[src/hdl/itoa_pkg.sv]
`timescale 1ns / 1ps
package itoa_pkg;

	// default sizes
	localparam int VALUE_BITS_DEF = 32;
	localparam int MAX_CHARS_DEF  = 33;
	localparam int QUEUE_DEPTH    = 2;

	// radix register
	localparam int              RADIX_W     = 6;
	localparam logic [RADIX_W-1:0] RADIX_RESET = 6'd10;
	localparam logic [RADIX_W-1:0] RADIX_MIN   = 6'd2;
	localparam logic [RADIX_W-1:0] RADIX_MAX   = 6'd36;

	// character codes
	localparam int           CHAR_W      = 8;
	localparam logic [7:0]   ASCII_MINUS = 8'h2D;
	localparam logic [7:0]   ASCII_ZERO  = 8'h30;
	localparam logic [7:0]   ASCII_NINE  = 8'h39;
	localparam logic [7:0]   ASCII_LOW_A = 8'h61;
	localparam logic [7:0]   ASCII_LOW_Z = 8'h7A;
	localparam logic [7:0]   ASCII_NUL   = 8'h00;
	localparam logic [RADIX_W-1:0] DEC_DIGITS = 6'd10;

	// classified job handed from front to back
	typedef struct packed {
		logic               neg;
		logic               invalid;
		logic [RADIX_W-1:0] radix;
	} job_ctl_t;

	// back end sequencer
	typedef enum logic [2:0] {
		B_IDLE,
		B_DIV,
		B_SIGN,
		B_RD,
		B_LD,
		B_BAD
	} back_state_t;

	// digit value to lower-case ascii
	function automatic logic [CHAR_W-1:0] digit_glyph(input logic [RADIX_W-1:0] d);
		logic [CHAR_W-1:0] dx;
		dx = {{(CHAR_W-RADIX_W){1'b0}}, d};
		if (d < DEC_DIGITS) begin
			return ASCII_ZERO + dx;
		end else begin
			return ASCII_LOW_A + dx - {{(CHAR_W-RADIX_W){1'b0}}, DEC_DIGITS};
		end
	endfunction

endpackage

[src/hdl/signed_integer_to_ascii_radix.sv]
`timescale 1ns / 1ps
// Signed integer to ASCII text in a programmable radix (2..36).
// Channels, all valid/ready, transfer when both are high:
//   radix   : write of the 6-bit radix register (reset 10); always ready.
//             Write it only while no conversion is pending.
//   value   : one signed integer per transfer; goes into a 2-entry queue.
//   res     : char_code/is_last/is_empty, most significant character first,
//             a leading '-' for negative values, is_last on the final one.
//             A radix outside 2..36 gives one item with is_empty set.
// Per item: the back end takes it from the queue, then divides once per
// digit (the shared bit-serial divider produces one quotient bit a cycle),
// writes a sign if the value is negative, and reads each character back
// from the character stack through the read and load states. The back end
// handles one number at a time; the queue takes up to two more meanwhile.
// Reset clears the queue, the sequencer and the output valid flag and sets
// the radix to 10. When the receiver stalls, the output holds and the back
// end waits before its next output; the front keeps accepting until the queue is full.
module signed_integer_to_ascii_radix #(
	parameter int VALUE_BITS = itoa_pkg::VALUE_BITS_DEF,
	parameter int MAX_CHARS  = itoa_pkg::MAX_CHARS_DEF
) (
	input  logic                         clk,
	input  logic                         arst_n,
	input  logic                         radix_valid,
	output logic                         radix_ready,
	input  logic [itoa_pkg::RADIX_W-1:0] radix,
	input  logic                         value_valid,
	output logic                         value_ready,
	input  logic signed [VALUE_BITS-1:0] value,
	output logic                         res_valid,
	input  logic                         res_ready,
	output logic [itoa_pkg::CHAR_W-1:0]  char_code,
	output logic                         is_last,
	output logic                         is_empty
);
	import itoa_pkg::*;

	localparam int JOB_W = VALUE_BITS + $bits(job_ctl_t);

	logic                  push_valid, push_ready, pop_valid, pop_ready;
	logic [VALUE_BITS-1:0] push_mag, pop_mag;
	job_ctl_t              push_ctl, pop_ctl;
	logic [JOB_W-1:0]      pop_data;

	// front: radix register and classification
	itoa_front #(
		.VALUE_BITS(VALUE_BITS)
	) u_front (
		.clk        (clk),
		.arst_n     (arst_n),
		.radix_valid(radix_valid),
		.radix_ready(radix_ready),
		.radix      (radix),
		.value_valid(value_valid),
		.value_ready(value_ready),
		.value      (value),
		.push_valid (push_valid),
		.push_ready (push_ready),
		.push_mag   (push_mag),
		.push_ctl   (push_ctl)
	);

	// job queue between the two halves
	itoa_queue #(
		.WIDTH(JOB_W),
		.DEPTH(QUEUE_DEPTH)
	) u_queue (
		.clk       (clk),
		.arst_n    (arst_n),
		.push_valid(push_valid),
		.push_ready(push_ready),
		.push_data ({push_ctl, push_mag}),
		.pop_valid (pop_valid),
		.pop_ready (pop_ready),
		.pop_data  (pop_data)
	);

	assign pop_mag = pop_data[VALUE_BITS-1:0];
	assign pop_ctl = job_ctl_t'(pop_data[JOB_W-1:VALUE_BITS]);

	// back: divider, character stack, output register
	itoa_back #(
		.VALUE_BITS(VALUE_BITS),
		.MAX_CHARS (MAX_CHARS)
	) u_back (
		.clk      (clk),
		.arst_n   (arst_n),
		.job_valid(pop_valid),
		.job_ready(pop_ready),
		.job_mag  (pop_mag),
		.job_ctl  (pop_ctl),
		.res_valid(res_valid),
		.res_ready(res_ready),
		.char_code(char_code),
		.is_last  (is_last),
		.is_empty (is_empty)
	);

	// an empty item is the whole run and carries no character
	a_empty_alone: assert property (@(posedge clk) disable iff (!arst_n)
		res_valid && is_empty |-> is_last && (char_code == ASCII_NUL))
		else $error("empty item not marked last or carries a character");

	// a real item is a sign, a decimal digit or a lower-case letter
	a_char_set: assert property (@(posedge clk) disable iff (!arst_n)
		res_valid && !is_empty |-> (char_code == ASCII_MINUS) ||
			((char_code >= ASCII_ZERO) && (char_code <= ASCII_NINE)) ||
			((char_code >= ASCII_LOW_A) && (char_code <= ASCII_LOW_Z)))
		else $error("character outside the digit set");

	// the sign always leads, so it never closes a run
	a_sign_not_last: assert property (@(posedge clk) disable iff (!arst_n)
		res_valid && (char_code == ASCII_MINUS) |-> !is_last && !is_empty)
		else $error("minus sign at the end of a run");

endmodule

[src/hdl/itoa_front.sv]
`timescale 1ns / 1ps
module itoa_front #(
	parameter int VALUE_BITS = itoa_pkg::VALUE_BITS_DEF
) (
	input  logic                         clk,
	input  logic                         arst_n,
	input  logic                         radix_valid,
	output logic                         radix_ready,
	input  logic [itoa_pkg::RADIX_W-1:0] radix,
	input  logic                         value_valid,
	output logic                         value_ready,
	input  logic signed [VALUE_BITS-1:0] value,
	output logic                         push_valid,
	input  logic                         push_ready,
	output logic [VALUE_BITS-1:0]        push_mag,
	output itoa_pkg::job_ctl_t           push_ctl
);
	import itoa_pkg::*;

	logic [RADIX_W-1:0]    radix_q;
	logic [VALUE_BITS-1:0] v_u;
	logic                  neg;

	// radix register, always writable
	assign radix_ready = 1'b1;

	always_ff @(posedge clk or negedge arst_n) begin
		if (!arst_n) begin
			radix_q <= RADIX_RESET;
		end else if (radix_valid) begin
			radix_q <= radix;
		end
	end

	// classify: sign, magnitude, radix check
	assign v_u  = $unsigned(value);
	assign neg  = v_u[VALUE_BITS-1];

	always_comb begin
		push_mag         = neg ? (~v_u + {{(VALUE_BITS-1){1'b0}}, 1'b1}) : v_u;
		push_ctl.neg     = neg;
		push_ctl.invalid = (radix_q < RADIX_MIN) || (radix_q > RADIX_MAX);
		push_ctl.radix   = radix_q;
	end

	// transfer straight into the queue
	assign push_valid  = value_valid;
	assign value_ready = push_ready;

endmodule

[src/hdl/itoa_queue.sv]
`timescale 1ns / 1ps
module itoa_queue #(
	parameter int WIDTH = 8,
	parameter int DEPTH = itoa_pkg::QUEUE_DEPTH
) (
	input  logic             clk,
	input  logic             arst_n,
	input  logic             push_valid,
	output logic             push_ready,
	input  logic [WIDTH-1:0] push_data,
	output logic             pop_valid,
	input  logic             pop_ready,
	output logic [WIDTH-1:0] pop_data
);
	import itoa_pkg::*;

	localparam int AW = (DEPTH > 1) ? $clog2(DEPTH) : 1;
	localparam int CW = $clog2(DEPTH + 1);

	logic [WIDTH-1:0] mem_q [DEPTH];
	logic [AW-1:0]    wr_ptr_q;
	logic [AW-1:0]    rd_ptr_q;
	logic [CW-1:0]    count_q;
	logic             do_push;
	logic             do_pop;

	assign push_ready = (count_q != CW'(DEPTH));
	assign pop_valid  = (count_q != '0);
	assign pop_data   = mem_q[rd_ptr_q];
	assign do_push    = push_valid && push_ready;
	assign do_pop     = pop_valid && pop_ready;

	// storage
	always_ff @(posedge clk) begin
		if (do_push) begin
			mem_q[wr_ptr_q] <= push_data;
		end
	end

	// pointers and fill count
	always_ff @(posedge clk or negedge arst_n) begin
		if (!arst_n) begin
			wr_ptr_q <= '0;
			rd_ptr_q <= '0;
			count_q  <= '0;
		end else begin
			if (do_push) begin
				wr_ptr_q <= (wr_ptr_q == AW'(DEPTH - 1)) ? '0 : wr_ptr_q + 1'b1;
			end
			if (do_pop) begin
				rd_ptr_q <= (rd_ptr_q == AW'(DEPTH - 1)) ? '0 : rd_ptr_q + 1'b1;
			end
			if (do_push && !do_pop) begin
				count_q <= count_q + 1'b1;
			end else if (do_pop && !do_push) begin
				count_q <= count_q - 1'b1;
			end
		end
	end

endmodule

[src/hdl/itoa_back.sv]
`timescale 1ns / 1ps
module itoa_back #(
	parameter int VALUE_BITS = itoa_pkg::VALUE_BITS_DEF,
	parameter int MAX_CHARS  = itoa_pkg::MAX_CHARS_DEF
) (
	input  logic                        clk,
	input  logic                        arst_n,
	input  logic                        job_valid,
	output logic                        job_ready,
	input  logic [VALUE_BITS-1:0]       job_mag,
	input  itoa_pkg::job_ctl_t          job_ctl,
	output logic                        res_valid,
	input  logic                        res_ready,
	output logic [itoa_pkg::CHAR_W-1:0] char_code,
	output logic                        is_last,
	output logic                        is_empty
);
	import itoa_pkg::*;

	localparam int BIT_W = $clog2(VALUE_BITS);
	localparam int IDX_W = $clog2(MAX_CHARS);
	localparam int CNT_W = $clog2(MAX_CHARS + 1);

	back_state_t           state_q, state_d;
	logic [VALUE_BITS-1:0] quo_q, quo_nx;
	logic [RADIX_W-1:0]    rem_q;
	logic [RADIX_W:0]      trial, rem_nx;
	logic                  ge;
	logic [BIT_W-1:0]      bit_q;
	logic                  bit_last;
	logic [CNT_W-1:0]      cnt_q;
	logic [IDX_W-1:0]      ptr_q;
	logic                  neg_q;
	logic [RADIX_W-1:0]    radix_q;

	logic [CHAR_W-1:0]     stack [MAX_CHARS];
	logic [CHAR_W-1:0]     rdata_q;

	logic                  load_job, div_step, st_we, ptr_load, ptr_dec, out_load;
	logic [CHAR_W-1:0]     st_wdata;
	logic [CHAR_W-1:0]     out_char;
	logic                  out_last, out_empty, slot_free;

	logic                  out_valid_q;
	logic [CHAR_W-1:0]     out_char_q;
	logic                  out_last_q, out_empty_q;

	// one restoring division step: one quotient bit per cycle
	assign trial    = {rem_q, quo_q[VALUE_BITS-1]};
	assign ge       = (trial >= {1'b0, radix_q});
	assign rem_nx   = ge ? (trial - {1'b0, radix_q}) : trial;
	assign quo_nx   = {quo_q[VALUE_BITS-2:0], ge};
	assign bit_last = (bit_q == BIT_W'(VALUE_BITS - 1));

	assign slot_free = !out_valid_q || res_ready;

	// sequencer: divide, push digits and any sign, then read them back in reverse; an invalid radix gives one empty item
	always_comb begin
		state_d   = state_q;
		job_ready = 1'b0;
		load_job  = 1'b0;
		div_step  = 1'b0;
		st_we     = 1'b0;
		st_wdata  = digit_glyph(rem_nx[RADIX_W-1:0]);
		ptr_load  = 1'b0;
		ptr_dec   = 1'b0;
		out_load  = 1'b0;
		out_char  = ASCII_NUL;
		out_last  = 1'b0;
		out_empty = 1'b0;
		unique case (state_q)
			B_IDLE: begin
				job_ready = 1'b1;
				if (job_valid) begin
					load_job = 1'b1;
					state_d  = job_ctl.invalid ? B_BAD : B_DIV;
				end
			end
			B_DIV: begin
				div_step = 1'b1;
				if (bit_last) begin
					st_we = 1'b1;
					if (quo_nx == '0) begin
						if (neg_q) begin
							state_d = B_SIGN;
						end else begin
							ptr_load = 1'b1;
							state_d  = B_RD;
						end
					end
				end
			end
			B_SIGN: begin
				st_we    = 1'b1;
				st_wdata = ASCII_MINUS;
				ptr_load = 1'b1;
				state_d  = B_RD;
			end
			B_RD: begin
				state_d = B_LD;
			end
			B_LD: begin
				if (slot_free) begin
					out_load = 1'b1;
					out_char = rdata_q;
					out_last = (ptr_q == '0);
					if (ptr_q == '0) begin
						state_d = B_IDLE;
					end else begin
						ptr_dec = 1'b1;
						state_d = B_RD;
					end
				end
			end
			B_BAD: begin
				if (slot_free) begin
					out_load  = 1'b1;
					out_last  = 1'b1;
					out_empty = 1'b1;
					state_d   = B_IDLE;
				end
			end
			default: begin
				state_d = B_IDLE;
			end
		endcase
	end

	// control state
	always_ff @(posedge clk or negedge arst_n) begin
		if (!arst_n) begin
			state_q     <= B_IDLE;
			out_valid_q <= 1'b0;
		end else begin
			state_q <= state_d;
			if (out_load) begin
				out_valid_q <= 1'b1;
			end else if (res_ready) begin
				out_valid_q <= 1'b0;
			end
		end
	end

	// divider and counters
	always_ff @(posedge clk) begin
		if (load_job) begin
			quo_q   <= job_mag;
			rem_q   <= '0;
			bit_q   <= '0;
			cnt_q   <= '0;
			neg_q   <= job_ctl.neg;
			radix_q <= job_ctl.radix;
		end else if (div_step) begin
			quo_q <= quo_nx;
			if (bit_last) begin
				rem_q <= '0;
				bit_q <= '0;
			end else begin
				rem_q <= rem_nx[RADIX_W-1:0];
				bit_q <= bit_q + 1'b1;
			end
		end
		if (st_we) begin
			cnt_q <= cnt_q + 1'b1;
		end
		if (ptr_load) begin
			ptr_q <= cnt_q[IDX_W-1:0];
		end else if (ptr_dec) begin
			ptr_q <= ptr_q - 1'b1;
		end
	end

	// character stack, one write and one registered read port
	always_ff @(posedge clk) begin
		if (st_we) begin
			stack[cnt_q[IDX_W-1:0]] <= st_wdata;
		end
		rdata_q <= stack[ptr_q];
	end

	// output register
	always_ff @(posedge clk) begin
		if (out_load) begin
			out_char_q  <= out_char;
			out_last_q  <= out_last;
			out_empty_q <= out_empty;
		end
	end

	assign res_valid = out_valid_q;
	assign char_code = out_char_q;
	assign is_last   = out_last_q;
	assign is_empty  = out_empty_q;

endmodule

[config.mk]
export PLATFORM = sky130hd
export DESIGN_NAME = signed_integer_to_ascii_radix
export DESIGN_NICKNAME = d
export VERILOG_FILES = /design/src/hdl/itoa_pkg.sv /design/src/hdl/signed_integer_to_ascii_radix.sv /design/src/hdl/itoa_front.sv /design/src/hdl/itoa_queue.sv /design/src/hdl/itoa_back.sv
export SDC_FILE = /design/constraint.sdc
export NUM_CORES = 1
export LEC_CHECK = 0
export BUFFER_PORTS_ARGS = -buffer_cell sky130_fd_sc_hd__buf_2
export CORE_ASPECT_RATIO = 1.1
export CORE_MARGIN = 5
export CORE_UTILIZATION = 35
export DETAILED_ROUTE_END_ITERATION = 16
export PLACE_DENSITY = 0.47
export SYNTH_ARGS = -nofsm -noshare
export SYNTH_HDL_FRONTEND = slang
export SYNTH_SLANG_ARGS = --single-unit
[constraint.sdc]
create_clock -name clk -period 5.9 [get_ports clk]
set_input_delay 1.18 -clock clk [delete_from_list [all_inputs] [get_ports clk]]
set_output_delay 1.18 -clock clk [all_outputs]
set_load 0.02 [all_outputs]
==> results.py <==
metrics = {
    "outcome": {
        "status": "completed",
    },
    "placement": {
        "dp.cells": 1832,
        "hpwl_mm": 25.9,
        "place.gp.congestion": 0.745,
        "io_buffers": 54,
    },
    "synth": {
        "yosys_warnings": 0,
        "ys_seq_area_frac": 0.708,
        "synthTopCellsByArea": "edfxtp_1, mux4_2, mux2i_1, dfxtp_1, o21ai_0",
        "synthDistinctLibCells": 57,
        "async_flop_share": 0.0320,
        "synth_top_area_frac": 0.668,
        "netlist_area_um2": 18200,
        "synth-seq-cells": 438,
        "synth_cells": 1141,
        "synth-edff-count": 405,
        "syn_area_per_cell_um2": 16.0,
        "syn_nets": 1202,
        "synth_top_cell_by_area": "edfxtp_1",
        "synth_top_flop_cell": "edfxtp_1",
    },
    "grt": {
        "antenna_found_initial": 0,
        "grt-ovfl-total": 0,
        "grtUsageTotal": 0.147,
        "grt_first_pass_wirelength_mm": 63.1,
        "grt_max_degree": 85,
        "grt_pass1_vias": 10123,
    },
    "worst_hold_path": {
        "worstHoldStart": "u_back.stack[32][3]",
        "holdPathEnd": "u_back.rdata_q[3]",
        "holdPathStages": 2,
        "hold_class": "reg2reg",
    },
    "sta": {
        "rsz0062_at_grt": "false",
        "period_share": 0.805,
        "fin_worst_skew_ns": 0.0231,
        "min_period_ns": 4.75,
        "fmax_mhz": 211,
        "drv_slew": 0,
        "worst_slew_pin_slew_ns": 1.28,
        "tns_ns": 0,
        "relSlewSlack": 0.144,
        "setup_violations": 0,
        "hold_viol": 0,
    },
    "power": {
        "power_mw": 6.92,
        "p_leak_nw": 6.71,
        "ir_drop_mv": 0.247,
        "p_per_area_nw_per_um2": 330,
    },
    "floorplan": {
        "coreArea_um2": 51400,
        "ios": 56,
        "dieArea_um2": 56700,
        "dieHeight_um": 249,
        "core.rowCount": 87,
        "die_w_um": 227,
        "initial_core_util": 0.354,
    },
    "clock_network": {
        "cts_resized": 0,
        "cts-root-buf": "clkbuf_16",
        "cts_tree": "done",
        "htree_levels": 2,
        "post_cts_buffers": 0,
        "cts_made_buffers": 48,
        "clk_pin_slew_ns": 0.06,
        "clkLatencyLatePin_ns": 0.58,
        "cts_sinks": 438,
        "postCtsHoldBufs": 0,
        "cts_max_path_buffers": 3,
    },
    "cells_and_area": {
        "nFillCells": 4720,
        "final_common_cell": "edfxtp_1",
        "n_antenna_cell": 0,
        "seqCellArea_um2": 12900,
        "area.growth.synth_to_final_pct": 15.2,
        "final_cell_mix": "edfxtp_1, nand2_1, o21ai_0",
        "final_layout_size_suffix_gt1_frac": 0.204,
        "multi_input_area_um2": 5050,
        "stdcell_count": 1920,
        "fin_nets": 1276,
    },
    "critical_path": {
        "r2r_end": "u_back.stack[20][6]",
        "cp-end-kind": "flip-flop",
        "worst_r2r_path_depth": 10,
        "crit_type": "reg2reg",
        "crit_fanout": 33,
        "arrival_ns": 4.94,
        "reg2reg_from": "u_back.rem_q[1]",
        "cp-start-kind": "flip-flop",
        "cp.required_ns": 6.10,
        "r2r_slack_ns": 1.15,
    },
    "job": {
        "drv_cap": 0,
    },
    "detailed_routing": {
        "drt_iter0_drc": 705,
        "dr.pass1.iters": 5,
        "wl_mm": 41.5,
        "wl_per_cell_um": 21.6,
        "via_count": 9748,
        "routed_via_density": 5.08,
        "drc": 0,
        "final_antenna_net_count": 0,
    },
}
-- metal layers --
metal / GRT usage / vias to the layer above / part of all wire
li1: - / 4577 / -
met1: 0.192 / 4927 / 0.42
met2: 0.253 / 190 / 0.51
met3: 0.0292 / 54 / 0.045
met4: 0.0328 / 0 / 0.018
met5: 0 / - / 0
-- metrics by stage --
| stage | hold slack [ns] | instance area [um^2] | setup slack, ns | util |
|---|---|---|---|---|
| floorplan | 0.422 | 18200 | 1.25 | - |
| global placement | 0.444 | 19300 | 1.35 | 0.376 |
| detailed placement | 0.443 | 19300 | 1.20 | 0.376 |
| CTS | 0.458 | 21000 | 1.16 | 0.408 |
| global route | 0.490 | 21000 | 0.707 | 0.408 |
| finish | 0.454 | 21000 | 1.15 | 0.408 |
-- power breakdown --
group | switching [mW] | total (mW) | internal, mW
Combinational | 0.160 | 0.240 | 0.0803
Clock | 1.25 | 3.11 | 1.86
Sequential | 0.0442 | 3.58 | 3.53
Total | 1.45 | 6.92 | 5.47
-- worst max-delay path by stage --
stage | startpoint | end | slack, ns | depth (start not counted)
CTS | u_back.rem_q[1] | u_back.stack[21][6] | 1.16 | 10
floorplan | u_back.quo_q[31] | u_back.stack[0][6] | 1.25 | 13
global placement | u_back.radix_q[2] | u_back.stack[22][6] | 1.35 | 11
finish | u_back.rem_q[1] | u_back.stack[20][6] | 1.15 | 10
detailed placement | u_back.radix_q[2] | u_back.stack[23][6] | 1.20 | 11
global route | u_back.rem_q[1] | u_back.stack[23][6] | 0.71 | 10
-- registers in the layout, indices dropped and copies added, names as in the netlist --
register          flops
u_back.rem_q          6
u_queue.mem_q        80
u_back.state_q        3
u_back.is_empty       1
u_back.is_last        1
u_back.neg_q          1
u_queue.count_q       2
u_back.rdata_q        8
u_back.bit_q          5
u_back.cnt_q          6
u_queue.rd_ptr_q      1
u_back.stack        264
u_back.quo_q         32
u_front.radix_q       6
u_back.res_valid      1
u_back.char_code      8
u_back.radix_q        6
u_queue.wr_ptr_q      1
u_back.ptr_q          6
-- worst max-delay path, cell delays in order (launching register included) --
cell      delay [ns]
dfxtp_1         0.34
ha_1            0.38
nand3b_1        0.16
and3_1          0.20
o21ai_2         0.38
mux2i_1         0.68
ha_1            0.25
inv_1           0.06
o31ai_1         0.61
nand2_1         0.26
a211oi_4        1.02
-- cells by family after synthesis --
family                   count (synthesis)  synth area share
XOR/XNOR                                46            0.0221
multiplexers                           138             0.116
flip-flops                             438             0.708
other                                    1          0.000206
buffers and inverters                   79            0.0173
AND/OR/NAND/NOR                        244            0.0656
AO/OA/AOI/OAI                          177            0.0577
adder cells (fa/ha/maj)                 18            0.0128
-- area by class of cell --
class	count	area share
clock inverters	30	0.0169
well taps	667	0.0398
clock buffers	58	0.0611
flip-flops and latches	438	0.615
inverters	27	0.00483
repair buffers	76	0.0214
multi-input cells	624	0.241
-- synth_stat cells, drive strengths merged, types with 12 or more instances --
| cell | n |
|---|---|
| nor2 | 68 |
| xnor2 | 39 |
| clkbuf | 36 |
| mux2 | 22 |
| or3 | 12 |
| o31ai | 14 |
| mux4 | 56 |
| nand3 | 12 |
| buf | 16 |
| o21ai | 76 |
| nor3 | 21 |
| nand2 | 74 |
| edfxtp | 405 |
| a21oi | 44 |
| dfrtp | 12 |
| inv | 25 |
| dfxtp | 19 |
| ha | 17 |
| mux2i | 60 |
No activity file was read; power rests on OpenSTA's default activity.
